<file path="config.mk">
export PLATFORM = sky130hd
export DESIGN_NAME = lane_border_midline_tracker_top
export DESIGN_NICKNAME = d
export VERILOG_FILES = /design/src/rtl/lbmt_pkg.sv /design/src/rtl/lbmt_mid_store.sv /design/src/rtl/lane_border_midline_tracker_top.sv
export VERILOG_INCLUDE_DIRS = /design/src /design/src/rtl
export SDC_FILE = /design/constraint.sdc
export NUM_CORES = 1
export LEC_CHECK = 0
export BUFFER_PORTS_ARGS = -buffer_cell sky130_fd_sc_hd__buf_2
export CELL_PAD_IN_SITES_DETAIL_PLACEMENT = 1
export CELL_PAD_IN_SITES_GLOBAL_PLACEMENT = 1
export CORE_MARGIN = 2
export CORE_UTILIZATION = 40
export DETAILED_ROUTE_END_ITERATION = 8
export PLACE_DENSITY = 0.67
export SETUP_SLACK_MARGIN = 0.3
export SLEW_MARGIN = 10
export SYNTH_ARGS = -nofsm -noshare
export SYNTH_HDL_FRONTEND = slang
export SYNTH_SLANG_ARGS = --single-unit
export TNS_END_PERCENT = 5
</file>
<file path="constraint.sdc">
create_clock -name clk -period 13.55 [get_ports clk]
set_clock_uncertainty 0.05 [all_clocks]
set_input_delay 2.71 -clock clk [delete_from_list [all_inputs] [get_ports clk]]
set_output_delay 2.71 -clock clk [all_outputs]
set_load 0.05 [all_outputs]
</file>
<file path="src/rtl/assert_macros.svh">
// Assertion macros shared by the lane border tracker RTL.
`ifndef ASSERT_MACROS_SVH
`define ASSERT_MACROS_SVH

// Check a property on every rising clk edge outside reset.
`define ASSERT_CLK(label, prop, msg) \
  label: assert property (@(posedge clk) disable iff (rst) (prop)) else $error(msg);

// Check that a condition never holds outside reset.
`define ASSERT_NEVER(label, cond, msg) \
  label: assert property (@(posedge clk) disable iff (rst) !(cond)) else $error(msg);

`endif

</file>
<file path="src/rtl/lbmt_pkg.sv">
// Shared constants and types for the lane border midline tracker.
package lbmt_pkg;

  localparam int IMAGE_WIDTH  = 160;
  localparam int IMAGE_HEIGHT = 120;
  localparam int COL_W        = 8;
  localparam int ROW_W        = 7;

  localparam logic [COL_W-1:0] MID_RESET     = COL_W'(80);
  localparam logic [ROW_W-1:0] TOP_ROW_RESET = ROW_W'(72);
  localparam logic [COL_W-1:0] COL_LAST      = COL_W'(IMAGE_WIDTH - 1);
  localparam logic [COL_W-1:0] COL_INNER_MAX = COL_W'(IMAGE_WIDTH - 2);
  localparam logic [COL_W:0]   COL_END       = (COL_W+1)'(IMAGE_WIDTH);
  localparam logic [ROW_W:0]   ROW_END       = (ROW_W+1)'(IMAGE_HEIGHT);

  typedef struct packed {
    logic             edge_pixel;
    logic [COL_W-1:0] column;
    logic [ROW_W-1:0] row_index;
  } pix_item_t;

  typedef struct packed {
    logic [ROW_W-1:0] out_row;
    logic [COL_W-1:0] left_border;
    logic [COL_W-1:0] right_border;
    logic [COL_W-1:0] midline;
  } res_item_t;

  // Read request into the midline store.
  typedef struct packed {
    logic             en;
    logic [ROW_W-1:0] row;
  } mid_rd_t;

  // Write request into the midline store.
  typedef struct packed {
    logic             en;
    logic [ROW_W-1:0] row;
    logic [COL_W-1:0] mid;
  } mid_wr_t;

endpackage

</file>
<file path="src/rtl/lbmt_mid_store.sv">
// Per-row midline memory with reset-value valid bits and write forwarding.
module lbmt_mid_store (
  input  logic                   clk,
  input  logic                   rst,
  input  lbmt_pkg::mid_rd_t      rd,
  input  lbmt_pkg::mid_wr_t      wr,
  output logic [lbmt_pkg::COL_W-1:0] rd_mid
);
  import lbmt_pkg::*;

  logic [COL_W-1:0]        mem [IMAGE_HEIGHT];
  logic [IMAGE_HEIGHT-1:0] written;
  logic [COL_W-1:0]        rd_q;
  logic                    written_q;
  logic                    fwd;
  logic [COL_W-1:0]        fwd_mid;

  // Write the memory array
  always_ff @(posedge clk) begin
    if (wr.en) begin
      mem[wr.row] <= wr.mid;
    end
  end

  // Mark rows that hold a written midline; reset returns all rows to the default
  always_ff @(posedge clk) begin
    if (rst) begin
      written <= '0;
    end else if (wr.en) begin
      written[wr.row] <= 1'b1;
    end
  end

  // Register read data; hold it while no new read is issued
  always_ff @(posedge clk) begin
    if (rd.en) begin
      rd_q      <= mem[rd.row];
      written_q <= ({1'b0, rd.row} < ROW_END) && written[rd.row];
      fwd_mid   <= wr.mid;
    end
  end

  // Catch a write to the same row in the read cycle
  always_ff @(posedge clk) begin
    if (rst) begin
      fwd <= 1'b0;
    end else if (rd.en) begin
      fwd <= wr.en && (wr.row == rd.row);
    end
  end

  assign rd_mid = fwd ? fwd_mid : (written_q ? rd_q : MID_RESET);

endmodule

</file>
<file path="src/rtl/lane_border_midline_tracker_top.sv">
// Lane border midline tracker: top level with search stage and result register.
//
//   channel | valid     | stall     | payload
//   --------+-----------+-----------+-----------------------------
//   pixel   | pix_valid | pix_stall | pix  (edge, column, row)
//   result  | res_valid | res_stall | res  (row, left, right, mid)
//   config  | cfg_we    | none      | cfg_data (top_row)
//
// One pixel per cycle unless stalled. Row results are registered after the search stage.
// The midline store read, registered beside the pixel, is the one stage before the result.
// Reset: every stored midline reads as 80 through per-row flags; no clearing pass.
// pix_stall rises only while a row end waits behind a stalled result register.
`include "assert_macros.svh"

module lane_border_midline_tracker_top (
  input  logic                         clk,
  input  logic                         rst,
  input  logic                         pix_valid,
  output logic                         pix_stall,
  input  lbmt_pkg::pix_item_t          pix,
  output logic                         res_valid,
  input  logic                         res_stall,
  output lbmt_pkg::res_item_t          res,
  input  logic                         cfg_we,
  input  logic [lbmt_pkg::ROW_W-1:0]   cfg_data
);
  import lbmt_pkg::*;

  logic [ROW_W-1:0] top_row;
  logic             s1_valid;
  pix_item_t        s1_px;
  logic [COL_W-1:0] left_candidate;
  logic [COL_W-1:0] right_candidate;
  logic             right_found;

  logic [COL_W-1:0] mid;
  logic             pix_accept;
  logic             s1_searched;
  logic             s1_emit;
  logic             s1_go;
  logic             row_start;
  logic [COL_W-1:0] left_base;
  logic [COL_W-1:0] right_base;
  logic             found_base;
  logic             hit_left;
  logic             hit_right;
  logic [COL_W-1:0] left_next;
  logic [COL_W-1:0] right_next;
  logic             right_found_next;
  logic [COL_W:0]   border_sum;
  logic [COL_W-1:0] mid_next;
  mid_rd_t          st_rd;
  mid_wr_t          st_wr;
  logic [COL_W:0]   res_sum;
  logic             res_in_window;

  // Midline store
  lbmt_mid_store u_store (
    .clk    (clk),
    .rst    (rst),
    .rd     (st_rd),
    .wr     (st_wr),
    .rd_mid (mid)
  );

  // Search stage decisions
  always_comb begin
    s1_searched = (s1_px.row_index > top_row) &&
                  ({1'b0, s1_px.row_index} < ROW_END) &&
                  ({1'b0, s1_px.column} < COL_END);
    s1_emit     = s1_valid && s1_searched && (s1_px.column == COL_LAST);
    s1_go       = !s1_valid || !s1_emit || !res_valid || !res_stall;
    pix_stall   = !s1_go;
    pix_accept  = pix_valid && !pix_stall;

    // Clear candidates at row start, then test this pixel
    row_start  = (s1_px.column == '0);
    left_base  = row_start ? '0 : left_candidate;
    right_base = row_start ? COL_LAST : right_candidate;
    found_base = row_start ? 1'b0 : right_found;

    hit_left  = s1_px.edge_pixel && (s1_px.column != '0) && (s1_px.column <= mid);
    hit_right = s1_px.edge_pixel && !found_base && (s1_px.column >= mid) &&
                (s1_px.column <= COL_INNER_MAX);

    left_next        = hit_left ? s1_px.column : left_base;
    right_next       = hit_right ? s1_px.column : right_base;
    right_found_next = found_base || hit_right;

    border_sum = {1'b0, left_next} + {1'b0, right_next};
    mid_next   = border_sum[COL_W:1];

    st_rd.en  = pix_accept;
    st_rd.row = pix.row_index;
    st_wr.en  = s1_emit && s1_go;
    st_wr.row = s1_px.row_index;
    st_wr.mid = mid_next;

    // Result terms for the checks
    res_sum       = {1'b0, res.left_border} + {1'b0, res.right_border};
    res_in_window = (res.out_row > top_row) && ({1'b0, res.out_row} < ROW_END);
  end

  // Hold the configured top row
  always_ff @(posedge clk) begin
    if (rst) begin
      top_row <= TOP_ROW_RESET;
    end else if (cfg_we) begin
      top_row <= cfg_data;
    end
  end

  // Advance the search stage
  always_ff @(posedge clk) begin
    if (rst) begin
      s1_valid <= 1'b0;
    end else if (s1_go) begin
      s1_valid <= pix_accept;
    end
  end

  always_ff @(posedge clk) begin
    if (pix_accept) begin
      s1_px <= pix;
    end
  end

  // Update border candidates as searched pixels leave the stage
  always_ff @(posedge clk) begin
    if (rst) begin
      left_candidate  <= '0;
      right_candidate <= COL_LAST;
      right_found     <= 1'b0;
    end else if (s1_valid && s1_go && s1_searched) begin
      left_candidate  <= left_next;
      right_candidate <= right_next;
      right_found     <= right_found_next;
    end
  end

  // Load the result register at row end; drop it after its transfer
  always_ff @(posedge clk) begin
    if (rst) begin
      res_valid <= 1'b0;
    end else if (s1_emit && s1_go) begin
      res_valid <= 1'b1;
    end else if (!res_stall) begin
      res_valid <= 1'b0;
    end
  end

  always_ff @(posedge clk) begin
    if (s1_emit && s1_go) begin
      res.out_row      <= s1_px.row_index;
      res.left_border  <= left_next;
      res.right_border <= right_next;
      res.midline      <= mid_next;
    end
  end

  // Checks
  `ASSERT_CLK(a_res_mid_avg, res_valid |-> (res_sum[COL_W:1] == res.midline), "bad midline")
  `ASSERT_CLK(a_res_row_searched, res_valid |-> res_in_window, "result outside the window")
  `ASSERT_CLK(a_stage_hold, (s1_valid && pix_stall) |=> (s1_valid && $stable(s1_px)), "pixel lost")
  `ASSERT_NEVER(a_right_inner, right_found && (right_candidate > COL_INNER_MAX), "bad right border")

endmodule

</file>
==> reports/summary.json <==
{
  "critical_path.cell_chain": "buf_2 -> and2_0 -> nor3b_1 -> buf_2",
  "synthMuxAreaShare_pct": 17.4,
  "holdCritPathClass": "flop to flop",
  "cts_buf_count": 115,
  "post_cts_buffers": 0,
  "synth-simple-area-share_pct": 3.67,
  "die_height_um": 343,
  "synth.yosys.warnings": 0,
  "grt_start_max_net_pins": 137,
  "synth.largest_area_cell": "sky130_fd_sc_hd__edfxtp_1",
  "std_cell_rows": 124,
  "grt_setup_unrepaired": "false",
  "post-route-worst-setup-slack_ns": 6.38,
  "dpl.hpwl_um": 71200,
  "initial_core_util_pct": 40.3,
  "first_global_vias": 24979,
  "postCtsResizedCells": 0,
  "post-synth-top-count-cell": "sky130_fd_sc_hd__edfxtp_1",
  "pwr_per_cell_area_mw_per_mm2": 163,
  "criticalPathCategory": "primary input to output pin",
  "detailed_place.area_sq_mm": 0.0480,
  "number_of_hold_violations_in_the_final_report": 0,
  "synth-edff-count": 1024,
  "ys_ff_latch": 1171,
  "detailedRoute.firstPassIterationCount": 7,
  "maximum_buffer_depth_of_the_clock_tree": 3,
  "p_int_mw": 6.35,
  "clk-insertion-delay-late_ns": 0.70,
  "total_number_of_nets_in_the_final_design": 2485,
  "antenna_found_initial": 3,
  "post_route_drc": 0,
  "core_sq_mm": 0.114,
  "critical_path.max_fanout": 13,
  "timing.critical_path.mode_cell": "sky130_fd_sc_hd__buf_2",
  "residual_antenna_violating_net_count_after_detailed_routing": 0,
  "post_route_minimum_period_ns": 7.17,
  "run_status": "completed",
  "worst_pin_slew_ns": 1.22,
  "yosys.area_share.adder_pct": 0.642,
  "worst_path_max_delay_cell": "sky130_fd_sc_hd__nor3b_1",
  "postSynthAreaPerCell_sq_um": 19.5,
  "r2r_setup_slack_ns": 6.85,
  "multiInputGateArea_sq_mm": 0.0117,
  "grt-ovfl-total": 0,
  "total_leakage_power_nw": 16.2,
  "synthDominantCellAreaShare_pct": 66.9,
  "netlist_instances": 2354,
  "synth.top_cells.by_area": "sky130_fd_sc_hd__edfxtp_1, sky130_fd_sc_hd__mux4_2, sky130_fd_sc_hd__dfxtp_1",
  "n_fill_cell": 10661,
  "number_of_hold_repair_buffers_added_at_the_cts_stage": 0,
  "placement.io_buffers": 60,
  "async_s_r_ff_share_synth_pct": 0,
  "switching_share_pct": 24.8,
  "synth-compound-area-share_pct": 3.30,
  "report.final.setup_viol": 0,
  "clkPwrFrac_pct": 36.8,
  "route.final.wire_length_um": 117000,
  "insertedDiodeCount": 0,
  "finalCritPeriodShare_pct": 52.9,
  "seqPwrFrac_pct": 52.4,
  "root_buffer": "sky130_fd_sc_hd__clkbuf_16",
  "routed-via-count": 23504,
  "dominant_combinational_cell_family_by_area_after_synthesis": "multiplexers",
  "post-layout-total-power_mw": 8.44,
  "worst_ep_arrival_time_ns": 4.41,
  "synth.distinct_cells": 61,
  "end_kind": "output pin",
  "maxSlewViolCount": 0,
  "synth_top_cells_by_count": "sky130_fd_sc_hd__edfxtp_1, sky130_fd_sc_hd__mux4_2, sky130_fd_sc_hd__nor2_1",
  "final-seq-area_sq_mm": 0.0337,
  "dpl_worst_slack_ns": 5.74,
  "synth.yosys.seq_area_share_pct": 73.3,
  "drt_iter0_drc": 2357,
  "timing.max_slew.rel_slack_pct": 18.1,
  "routed_via_density": 5.82,
  "ir_drop_mv": 0.111,
  "cts_tree": "done",
  "gp_routability_congestion": 0.795,
  "grtUsageTotal_pct": 20.2,
  "layout-drive-gt1-share_pct": 25.4,
  "wl_per_cell_um": 29.1,
  "totalNegativeSetupSlack_ns": 0,
  "io_pins": 61,
  "ctsHtreeMaxLevel": 3,
  "drv_cap": 0,
  "max_clock_freq_mhz": 140,
  "clk_pin_slew_worst_paths_ns": 0.06,
  "synth_xor_xnor_area_share_pct": 0.171,
  "area.growth.synth_to_final_pct": 12.4,
  "critical_path.startpoint_type": "primary input",
  "yosys_most_used_dff": "sky130_fd_sc_hd__edfxtp_1",
  "first_pass_grt_wire_length_um": 175000,
  "combinationalPowerShare_pct": 10.7,
  "fp.dieW_um": 343,
  "critical_path.max_stage_delay_ns": 0.64,
  "net_count_synth": 2405,
  "synthesis.area_sq_mm": 0.0460,
  "floorplan.die_area_sq_mm": 0.118,
  "final_design_area_no_fill_sq_mm": 0.0517,
  "cts_sinks": 1171,
  "power.switching_mw": 2.09,
  "crit_required_ns": 10.79
}
[cell type report]
| class | instances | share of cell area, % |
|---|---|---|
| flip-flops and latches | 1171 | 65.2 |
| multi-input cells | 1016 | 22.6 |
| clock buffers | 140 | 5.88 |
| well taps | 1512 | 3.66 |
| repair buffers | 104 | 1.29 |
| clock inverters | 69 | 1.13 |
| inverters | 26 | 0.199 |
[stage by stage]
step                      std cells  hold slack [ns]  utilization [%]
after floorplan                2354            0.374                -
after global placement         3829            0.388             42.1
after detailed placement       3829            0.393             42.1
after CTS                      4038            0.412             45.2
after global routing           4038            0.428             45.2
final                          4038            0.407             45.2
[cells by family (layout without fill, tap and decap cells)]
logic type | count (synthesis) | count (layout)
simple gates | 384 | 384
buf+inv | 167 | 339
xor+xnor | 9 | 9
flops | 1171 | 1171
mux | 374 | 374
compound gates | 226 | 226
fa+ha+maj | 23 | 23
[metal layers]
metal  up-vias  share of wire (%)  track usage (%)
met5         -                  0                0
met4         0                2.3             5.09
met3       179                5.4             3.11
li1       9788                  -                -
met1     12822                 43             28.5
met2       715                 49             33.2
[worst max-delay path: cells and delay by family]
kind / cells / cell delay, ns
buffers and inverters: 2 / 0.47
AND/OR/NAND/NOR: 2 / 1.22
[worst paths after layout]
check / to / startpoint / depth (start not counted)
worst max-delay path: pix_stall / res_stall / 4
worst min-delay path: u_store.written[62] / u_store.written[62] / 1
worst max register to register: u_store.mem[53][4] / u_store.written_q / 16
worst min register to register: u_store.written[62] / u_store.written[62] / 1
[sequential cells by signal, summed over array words and instances, names as in the netlist]
signal	count
left_candidate	8
right_found	1
u_store.fwd	1
res_valid	1
u_store.mem	960
u_store.written	120
s1_px	16
top_row	7
right_candidate	8
u_store.written_q	1
res	31
u_store.fwd_mid	8
u_store.rd_q	8
s1_valid	1
[placed cells by master, fill, tap and decap left out, drive strengths merged, types with 6 or more instances in the layout]
cell     netlist  routed
edfxtp      1024    1024
mux4         339     339
nor2         220     220
dfxtp        147     147
clkbuf        82     140
buf           59     104
a21oi         86      86
nand2         65      65
o2bb2ai       57      57
clkinv         1      56
inv           25      26
o21ai         25      25
mux2i         22      22
ha            22      22
nand3         20      20
nor4          14      14
mux2          13      13
and2          11      11
nor2b         10      10
bufinv         0       9
or3            8       8
xor2           7       7
nand4          6       6
a21o           6       6
a211oi         6       6
nor3           6       6
[power groups by stage]
stage               Clock, mW  Combinational (mW)  Sequential [mW]
finish                   3.11               0.907             4.42
global route             3.28               0.982             4.43
CTS                      3.15               0.921             4.42
detailed placement          0               0.925             4.50
global placement            0               0.862             4.50
floorplan                   0               0.479             4.56
(Power assumes the default switching activity.)
